File: config.mk
export PLATFORM = sky130hd
export DESIGN_NAME = json_string_unescape
export DESIGN_NICKNAME = d
export VERILOG_FILES = /design/src/hw/rtl/jsu_pkg.sv /design/src/hw/rtl/jsu_step.sv /design/src/hw/rtl/json_string_unescape.sv
export SDC_FILE = /design/constraint.sdc
export NUM_CORES = 1
export LEC_CHECK = 0
export BUFFER_PORTS_ARGS = -buffer_cell sky130_fd_sc_hd__buf_2
export CAP_MARGIN = 20
export CORE_MARGIN = 2
export CORE_UTILIZATION = 45
export CTS_CLUSTER_DIAMETER = 60
export DETAILED_ROUTE_END_ITERATION = 10
export PLACE_DENSITY_LB_ADDON = 0.12
export SETUP_SLACK_MARGIN = 0.3
export SLEW_MARGIN = 25
export SYNTH_ARGS = -nofsm -noshare
export SYNTH_HDL_FRONTEND = slang
export SYNTH_HIERARCHICAL = 1
export SYNTH_SLANG_ARGS = --single-unit
File: constraint.sdc
create_clock -name clock -period 2.1 [get_ports clock]
set_input_delay 0 -clock clock [delete_from_list [all_inputs] [get_ports clock]]
set_output_delay 0 -clock clock [all_outputs]
set_load 0.05 [all_outputs]
File: src/hw/rtl/jsu_pkg.sv
// ----------------------------------------------------------------------------
// jsu_pkg
// Shared types, codes and helper functions for the JSON string unescaper.
// ----------------------------------------------------------------------------
package jsu_pkg;

   // scanner phase
   typedef enum logic [1:0] {
      PH_WAIT = 2'd0,
      PH_BODY = 2'd1,
      PH_ESC  = 2'd2,
      PH_HEX  = 2'd3
   } phase_type;

   // result kinds
   typedef enum logic [1:0] {
      KIND_BYTE  = 2'd0,
      KIND_DONE  = 2'd1,
      KIND_ERROR = 2'd2
   } kind_type;

   // error codes
   typedef enum logic [2:0] {
      ERR_NO_OPEN_QUOTE = 3'd0,
      ERR_END_WAITING   = 3'd1,
      ERR_UNTERMINATED  = 3'd2,
      ERR_END_ESCAPE    = 3'd3,
      ERR_END_UNICODE   = 3'd4,
      ERR_BAD_HEX       = 3'd5,
      ERR_BAD_ESCAPE    = 3'd6
   } err_type;

   // characters of interest
   localparam logic [7:0] CH_QUOTE  = 8'h22;
   localparam logic [7:0] CH_BSLASH = 8'h5C;
   localparam logic [7:0] CH_SLASH  = 8'h2F;
   localparam logic [7:0] CH_LOW_B  = 8'h62;
   localparam logic [7:0] CH_LOW_F  = 8'h66;
   localparam logic [7:0] CH_LOW_N  = 8'h6E;
   localparam logic [7:0] CH_LOW_R  = 8'h72;
   localparam logic [7:0] CH_LOW_T  = 8'h74;
   localparam logic [7:0] CH_LOW_U  = 8'h75;

   // utf-8 lead and continuation marks
   localparam logic [7:0] UTF_LEAD2 = 8'hC0;
   localparam logic [7:0] UTF_LEAD3 = 8'hE0;
   localparam logic [7:0] UTF_CONT  = 8'h80;

   // scanner state between items
   typedef struct packed {
      phase_type   phase;
      logic [11:0] hex_acc;   // first three hex digits
      logic [1:0]  hex_cnt;
   } scan_type;

   // results caused by one item
   typedef struct packed {
      logic [1:0]       nres;
      kind_type         kind;
      err_type          code;
      logic [2:0][7:0]  bytes;  // bytes[0] goes out first
   } step_type;

   // hex digit value; bit 4 set means not a hex digit
   function automatic logic [4:0] hex_value(input logic [7:0] c);
      logic [4:0] v;
      v = 5'h10;
      if (c >= 8'h30 && c <= 8'h39) begin
         v = {1'b0, 4'(c - 8'h30)};
      end else if (c >= 8'h61 && c <= 8'h66) begin
         v = {1'b0, 4'(c - 8'h57)};
      end else if (c >= 8'h41 && c <= 8'h46) begin
         v = {1'b0, 4'(c - 8'h37)};
      end
      return v;
   endfunction

endpackage

File: src/hw/rtl/jsu_step.sv
// ----------------------------------------------------------------------------
// jsu_step
// Decodes one text byte against the scanner state: next state and the
// zero to three result transactions that the byte causes.
// ----------------------------------------------------------------------------
module jsu_step import jsu_pkg::*; (
   input  scan_type   cur,
   input  logic [7:0] text_byte,
   input  logic       text_ends,
   output scan_type   nxt,
   output step_type   res
);

   logic [4:0]  hex_v;
   logic [15:0] code_point;
   logic        esc_ok;
   logic [7:0]  esc_byte;

   assign hex_v      = hex_value(text_byte);
   assign code_point = {cur.hex_acc, hex_v[3:0]};

   // simple escape table
   always_comb begin
      esc_ok   = 1'b1;
      esc_byte = text_byte;
      case (text_byte)
         CH_QUOTE, CH_BSLASH, CH_SLASH: esc_byte = text_byte;
         CH_LOW_B: esc_byte = 8'h08;
         CH_LOW_F: esc_byte = 8'h0C;
         CH_LOW_N: esc_byte = 8'h0A;
         CH_LOW_R: esc_byte = 8'h0D;
         CH_LOW_T: esc_byte = 8'h09;
         default:  esc_ok = 1'b0;
      endcase
   end

   // next state
   always_comb begin
      nxt.phase   = PH_WAIT;
      nxt.hex_acc = '0;
      nxt.hex_cnt = '0;
      case (cur.phase)
         PH_BODY: begin
            if (text_ends || text_byte == CH_QUOTE) begin
               nxt.phase = PH_WAIT;
            end else if (text_byte == CH_BSLASH) begin
               nxt.phase = PH_ESC;
            end else begin
               nxt.phase = PH_BODY;
            end
         end
         PH_ESC: begin
            if (text_ends) begin
               nxt.phase = PH_WAIT;
            end else if (text_byte == CH_LOW_U) begin
               nxt.phase = PH_HEX;
            end else if (esc_ok) begin
               nxt.phase = PH_BODY;
            end else begin
               nxt.phase = PH_WAIT;
            end
         end
         PH_HEX: begin
            if (text_ends || hex_v[4]) begin
               nxt.phase = PH_WAIT;
            end else if (cur.hex_cnt != 2'd3) begin
               nxt.phase   = PH_HEX;
               nxt.hex_acc = {cur.hex_acc[7:0], hex_v[3:0]};
               nxt.hex_cnt = cur.hex_cnt + 2'd1;
            end else begin
               nxt.phase = PH_BODY;
            end
         end
         default: begin
            if (!text_ends && text_byte == CH_QUOTE) begin
               nxt.phase = PH_BODY;
            end else begin
               nxt.phase = PH_WAIT;
            end
         end
      endcase
   end

   // results
   always_comb begin
      res.nres  = 2'd0;
      res.kind  = KIND_BYTE;
      res.code  = ERR_NO_OPEN_QUOTE;
      res.bytes = '0;
      case (cur.phase)
         PH_BODY: begin
            if (text_ends) begin
               res.nres = 2'd1;
               res.kind = KIND_ERROR;
               res.code = ERR_UNTERMINATED;
            end else if (text_byte == CH_QUOTE) begin
               res.nres = 2'd1;
               res.kind = KIND_DONE;
            end else if (text_byte != CH_BSLASH) begin
               res.nres     = 2'd1;
               res.bytes[0] = text_byte;
            end
         end
         PH_ESC: begin
            if (text_ends) begin
               res.nres = 2'd1;
               res.kind = KIND_ERROR;
               res.code = ERR_END_ESCAPE;
            end else if (text_byte == CH_LOW_U) begin
               res.nres = 2'd0;
            end else if (esc_ok) begin
               res.nres     = 2'd1;
               res.bytes[0] = esc_byte;
            end else begin
               res.nres = 2'd1;
               res.kind = KIND_ERROR;
               res.code = ERR_BAD_ESCAPE;
            end
         end
         PH_HEX: begin
            if (text_ends) begin
               res.nres = 2'd1;
               res.kind = KIND_ERROR;
               res.code = ERR_END_UNICODE;
            end else if (hex_v[4]) begin
               res.nres = 2'd1;
               res.kind = KIND_ERROR;
               res.code = ERR_BAD_HEX;
            end else if (cur.hex_cnt == 2'd3) begin
               // utf-8 encoding of the collected code point
               if (code_point[15:7] == '0) begin
                  res.nres     = 2'd1;
                  res.bytes[0] = {1'b0, code_point[6:0]};
               end else if (code_point[15:11] == '0) begin
                  res.nres     = 2'd2;
                  res.bytes[0] = UTF_LEAD2 | {3'b000, code_point[10:6]};
                  res.bytes[1] = UTF_CONT | {2'b00, code_point[5:0]};
               end else begin
                  res.nres     = 2'd3;
                  res.bytes[0] = UTF_LEAD3 | {4'b0000, code_point[15:12]};
                  res.bytes[1] = UTF_CONT | {2'b00, code_point[11:6]};
                  res.bytes[2] = UTF_CONT | {2'b00, code_point[5:0]};
               end
            end
         end
         default: begin
            if (text_ends) begin
               res.nres = 2'd1;
               res.kind = KIND_ERROR;
               res.code = ERR_END_WAITING;
            end else if (text_byte != CH_QUOTE) begin
               res.nres = 2'd1;
               res.kind = KIND_ERROR;
               res.code = ERR_NO_OPEN_QUOTE;
            end
         end
      endcase
   end

endmodule

File: src/hw/rtl/json_string_unescape.sv
// ----------------------------------------------------------------------------
// json_string_unescape
// Streaming JSON string unescaper with \uXXXX to UTF-8 conversion.
// ----------------------------------------------------------------------------
// Usage:
// - req channel carries one text byte per transaction, or an end-of-text
//   marker (req_text_ends high, byte ignored).
// - rsp channel carries decoded bytes, string-complete marks and errors;
//   rsp_last flags the final result caused by one request transaction.
// - each request is decoded in the cycle it is accepted and its results
//   sit in the result register from the next cycle.
// - a request that yields zero or one result leaves room for the next
//   request in the following cycle if the receiver takes any result, so
//   plain text streams at one byte per cycle while rsp_ready is high. A
//   \u escape that encodes to two or three UTF-8 bytes holds req_ready low
//   while the result register drains, one result per cycle when taken.
// - when the receiver stalls, req_ready falls once the result register
//   holds a result that cannot be handed on; nothing is dropped.
// - reset (synchronous, active high) empties the result register and
//   returns the scanner to waiting for an opening quote.
// ----------------------------------------------------------------------------
module json_string_unescape import jsu_pkg::*; (
   input  logic       clock,
   input  logic       reset,
   input  logic       req_valid,
   output logic       req_ready,
   input  logic [7:0] req_text_byte,
   input  logic       req_text_ends,
   output logic       rsp_valid,
   input  logic       rsp_ready,
   output logic [1:0] rsp_result_kind,
   output logic [7:0] rsp_out_byte,
   output logic [2:0] rsp_error_code,
   output logic       rsp_last
);

   scan_type        scan_ff, scan_in;
   scan_type        scan_nxt;
   step_type        step_res;
   logic [1:0]      cnt_ff, cnt_in;
   kind_type        kind_ff, kind_in;
   err_type         code_ff, code_in;
   logic [2:0][7:0] byte_ff, byte_in;
   logic            req_take;
   logic            rsp_take;

   // per-byte decoder
   jsu_step u_step (
      .cur       (scan_ff),
      .text_byte (req_text_byte),
      .text_ends (req_text_ends),
      .nxt       (scan_nxt),
      .res       (step_res)
   );

   // handshakes
   assign rsp_valid = (cnt_ff != 2'd0);
   assign rsp_take  = rsp_valid && rsp_ready;
   assign req_ready = (cnt_ff == 2'd0) || (cnt_ff == 2'd1 && rsp_ready);
   assign req_take  = req_valid && req_ready;

   // result register: load on request, shift out on response
   always_comb begin
      scan_in = scan_ff;
      cnt_in  = cnt_ff;
      kind_in = kind_ff;
      code_in = code_ff;
      byte_in = byte_ff;
      if (req_take) begin
         scan_in = scan_nxt;
         cnt_in  = step_res.nres;
         kind_in = step_res.kind;
         code_in = step_res.code;
         byte_in = step_res.bytes;
      end else if (rsp_take) begin
         cnt_in  = cnt_ff - 2'd1;
         byte_in = {8'h00, byte_ff[2], byte_ff[1]};
      end
   end

   // control state
   always_ff @(posedge clock) begin
      if (reset) begin
         scan_ff <= '{phase: PH_WAIT, hex_acc: '0, hex_cnt: '0};
         cnt_ff  <= 2'd0;
      end else begin
         scan_ff <= scan_in;
         cnt_ff  <= cnt_in;
      end
   end

   // payload
   always_ff @(posedge clock) begin
      kind_ff <= kind_in;
      code_ff <= code_in;
      byte_ff <= byte_in;
   end

   // outputs
   assign rsp_result_kind = kind_ff;
   assign rsp_out_byte    = byte_ff[0];
   assign rsp_error_code  = code_ff;
   assign rsp_last        = (cnt_ff == 2'd1);

endmodule

* Word level (Yosys, flattened, before mapping) *
Cells that the tools add are included.

storage, ports and cells
  bits of input ports = 13
  logic and storage cells = 108
  bits in registers = 47

operators by class
  reductions and logical operators = 17
  add/subtract/negate cells = 5
  $lt $le $gt $ge = 6
  eq/ne operators = 17
  mux-type cells = 54

operator list
  kind                                                  number
  two-way mux 24 bit                                    5
  two-way mux 8 bit                                     8
  == test 8 x 7 -> 1 bit (second input constant)        7
  two-way mux 14 bit                                    4
  one-hot mux 8 bit (5 select lines)                    1
  two-way mux 16 bit                                    2
  two-way mux 5 bit                                     6
  two-way mux 2 bit                                     12
  one-hot mux 8 bit (3 select lines)                    1
  two-way mux 7 bit                                     3
  one-hot mux 7 bit (3 select lines)                    1
  == test 8 x 6 -> 1 bit (second input constant)        2
  >= comparator 8 x 7 -> 1 bit (second input constant)  2
  <= comparator 8 x 7 -> 1 bit (second input constant)  2
  logical NOT 9 bit                                     1
  >= comparator 8 x 6 -> 1 bit (second input constant)  1
  <= comparator 8 x 6 -> 1 bit (second input constant)  1
  two-way mux 1 bit                                     8
  != test 8 x 6 -> 1 bit (second input constant)        1
  != test 8 x 7 -> 1 bit (second input constant)        1
  OR reduction 8 bit                                    1
  subtractor 4 x 3 -> 4 bit (second input constant)     2
  logical AND 1 bit                                     7
  == test 2 bit (second input constant)                 3
  other kinds (13)                                      17

* Logic depth before layout (Yosys ltp) *
  word-level depth = 12
  depth in mapped cells = 11

* Modules after synthesis *
Netlist, hierarchy kept.

by module, submodules not included
  module                area an instance (um2)  sequential area each (um2)  instances  cells an instance
  json_string_unescape  2,018.2                 1,231.2                     1          158
  jsu_step              1,186.1                 0.0                         1          183

* Worst setup path before layout *
Ideal clock, no wire load.

  path kind = input port to flip-flop
  from = in req_text_byte[0]
  to = reg byte_ff, in the netlist rsp_out_byte[7] (data pin)
  buffers on the path = 2
  path slack = 0.100 ns
  stages = 10
  data arrival time = 1.740 ns
  cells stage by stage = inv_1 > ha_1 > o21ba_1 > o21a_1 > buf_6 > o211ai_2 > buf_4 > nor2_1 > a31o_2 > mux2_4

RTL lines
  element               RTL line                    RTL
  from (decl)           json_string_unescape.sv:27  input logic [7:0] req_text_byte,
  to (signal assigned)  json_string_unescape.sv:96  byte_ff <= byte_in;
  to (decl)             json_string_unescape.sv:43  logic [2:0][7:0] byte_ff, byte_in;

==> impl_metrics.ini <==
[worst_setup_path]
cp_max_fo = 4
r2r_cells = 5
crit_chain = or4_4, nor2_4, nor2_1, a31o_2, mux2_4
arrival_ns = 2.00
crit_type = flip-flop to flip-flop
cp-end-kind = flip-flop
slowest_delay_ns = 0.55
startpoint = scan_ff[6]$_SDFFE_PP0P_
reg2reg_to = rsp_out_byte[7]$_DFFE_PP_
worst_ep_required_time_ns = 2.17
reg2reg_slack_ns = 0.18
regToRegStartpoint = scan_ff[6]$_SDFFE_PP0P_
cp_slowest_cell = or4_4
crit_path_start_kind = flip-flop

[cells_and_area]
final_common_cell = buf_4
fin_nets = 421
final_area_um2 = 4100
fill_cells = 610
drive_gt1_share_pct = 41.3
n_antenna_cell = 0
area_growth_pct = 28.0
layout_common_cells = buf_4, edfxtp_1, buf_2

[clocking]
clk_path_buf_depth = 2
cts_num_sinks = 47
ctsHoldBuffers = 0
htreeDepth = 2
cts_buffers = 5
clock_latency_ns = 0.31
root_buffer = clkbuf_8
cts_tree = done
clk_pin_slew_ns = 0.10

[timing]
worstMarginPinSlew_ns = 0.656
fmax_mhz = 520
slew_violations = 0
slew_headroom_pct = 55.1
fin_skew_ns = 0.00458
rsz0062_at_grt = true
fin_hold_ws_ns = 0.0673
fin_crit_sh_pct = 91.6
finalSetupViolCount = 0
hold_violations = 0
layout_min_cycle_time_ns = 1.92

[hold_path]
min-delay-path-class = primary input to flip-flop
hold-path-cell-count = 4
min_from = rsp_ready
min_to = cnt_ff[0]$_SDFFE_PP0P_

[job]
maxCapViolCount = 0

[yosys]
ys.warnings.count = 6
ys_seq_elements = 47
avgSynthCellArea_um2 = 9.40
synth_area_leaders = edfxtp_1, dfxtp_1, a21oi_1
ys.flop_type = edfxtp_1
synth_area_um2 = 3200
synthCells = 341
ys_seq_area_share_pct = 38.4
synth_area_leader_cell = edfxtp_1
synthArstFlopShare_pct = 0
yosysUniqueCellTypes = 66
synth-edff-count = 29
synth_top_area_share_pct = 27.2

[pwr]
power_mw = 2.98
leakagePower_nw = 1.61
power_density_nw_per_um2 = 726
peakVddDrop_v = 0.000703

[floorplanning]
top_level_ports = 29
rows = 30
core_area_um2 = 6830
die_area_um2 = 7810
die_w_um = 88.4
die_y_um = 88.4
start_util_pct = 46.9

[placement]
dpl.hpwl_um = 5680
dpl_cell_area_um2 = 3610
numPortBuffers = 28
gp_congestion = 0.878

[outcome]
status = completed

[routing]
drtIter0Drc = 225
routedWlPerCell_um = 17.3
via_count = 2814
ant_nets = 0
vias_per_cell = 5.65
wl_um = 8610
drc_errors = 0
first_pass_iters = 5

[global_routing]
grt_pass1_wl_um = 13200
grt_pass1_vias = 2553
grt_max_degree = 31
antenna_found_initial = 0
grt_use_total_pct = 21.9
grt-ovfl-total = 0
[flip-flops by register name, indices dropped and copies added (netlist names)]
signal,count
rsp_error_code,3
rsp_result_kind,2
rsp_out_byte,8
scan_ff,16
byte_ff,16
cnt_ff,2
[power by group]
part	internal (mW)	switching (mW)	leakage (nW)
combinational	0.328	0.654	1.10
sequential	1.14	0.0307	0.441
clock	0.483	0.345	0.0703
[metrics by stage]
step	util (%)	worst slack, ns	std cells	setup TNS, ns
after floorplan	-	0.238	342	0
after global placement	52.9	-0.0133	469	-0.0133
after detailed placement	52.9	-0.0487	469	-0.0851
after CTS	57.1	0.188	485	0
after global routing	60.0	0.0981	498	0
final	60.0	0.176	498	0
[worst max path at each step]
stage                                            to  cells past startpoint
after floorplan           rsp_out_byte[7]$_DFFE_PP_                     10
after global placement    rsp_out_byte[1]$_DFFE_PP_                      8
after detailed placement  rsp_out_byte[1]$_DFFE_PP_                      8
after CTS                 rsp_out_byte[7]$_DFFE_PP_                      5
after global routing      rsp_out_byte[7]$_DFFE_PP_                      6
final                     rsp_out_byte[7]$_DFFE_PP_                      5
[synth_stat cells (all sizes together), types with 3 or more instances]
master  instances
nor2           31
edfxtp         29
a21oi          28
nand3          23
o21ai          23
buf            20
dfxtp          18
mux2           17
nand2          17
inv            14
and2           13
and3            9
clkbuf          9
nor2b           8
ha              7
nand2b          7
a211oi          4
mux2i           4
nor3            4
o211ai          4
o22ai           4
a211o           3
a22oi           3
nand4           3
[critical path, delay by kind of cell, from the launching register on]
kind / cells / cell delay [ns]
and+or+nand+nor: 3 / 0.80
DFF: 1 / 0.36
muxes: 1 / 0.26
AOI/OAI and AO/OA: 1 / 0.27
[metal layers]
metal	global-route usage [%]	vias up	routed length, um
met1	31.2	1338	3980
met5	0	-	0
met4	5.37	0	121
met2	35.3	99	4040
li1	-	1368	-
met3	3.26	9	462
[repair_timing]
item,CTS,global route
setup buffers,7,12
hold endpoints to repair,0,0
resized for setup,19,30
setup endpoints to repair,20,34
pin swaps,8,15
gates cloned,1,1
[logic make-up (layout without fill, tap and decap cells)]
logic type               count (synthesis)  after routing  share of synthesized area [%]
XOR/XNOR                                 2              2                          0.547
buffers and inverters                   43            102                           7.97
flip-flops                              47             47                           38.4
AND/OR/NAND/NOR                        129            130                           23.0
multiplexers                            21             21                           8.28
AO/OA/AOI/OAI                           91             91                           19.0
other                                    1              2                          0.117
adder cells (fa/ha/maj)                  7              7                           2.73
[area by class of cell]
class	instances	area, um2	share of cell area (%)
clock inverters	3	71.3	1.74
clock buffers	5	68.8	1.68
flip-flops and latches	47	1250	30.4
multi-input cells	253	1950	47.5
repair inverters	1	8.76	0.214
repair buffers	79	572	13.9
inverters	14	65.1	1.59
well taps	96	120	2.93
Power figures use the tool's default switching activity.
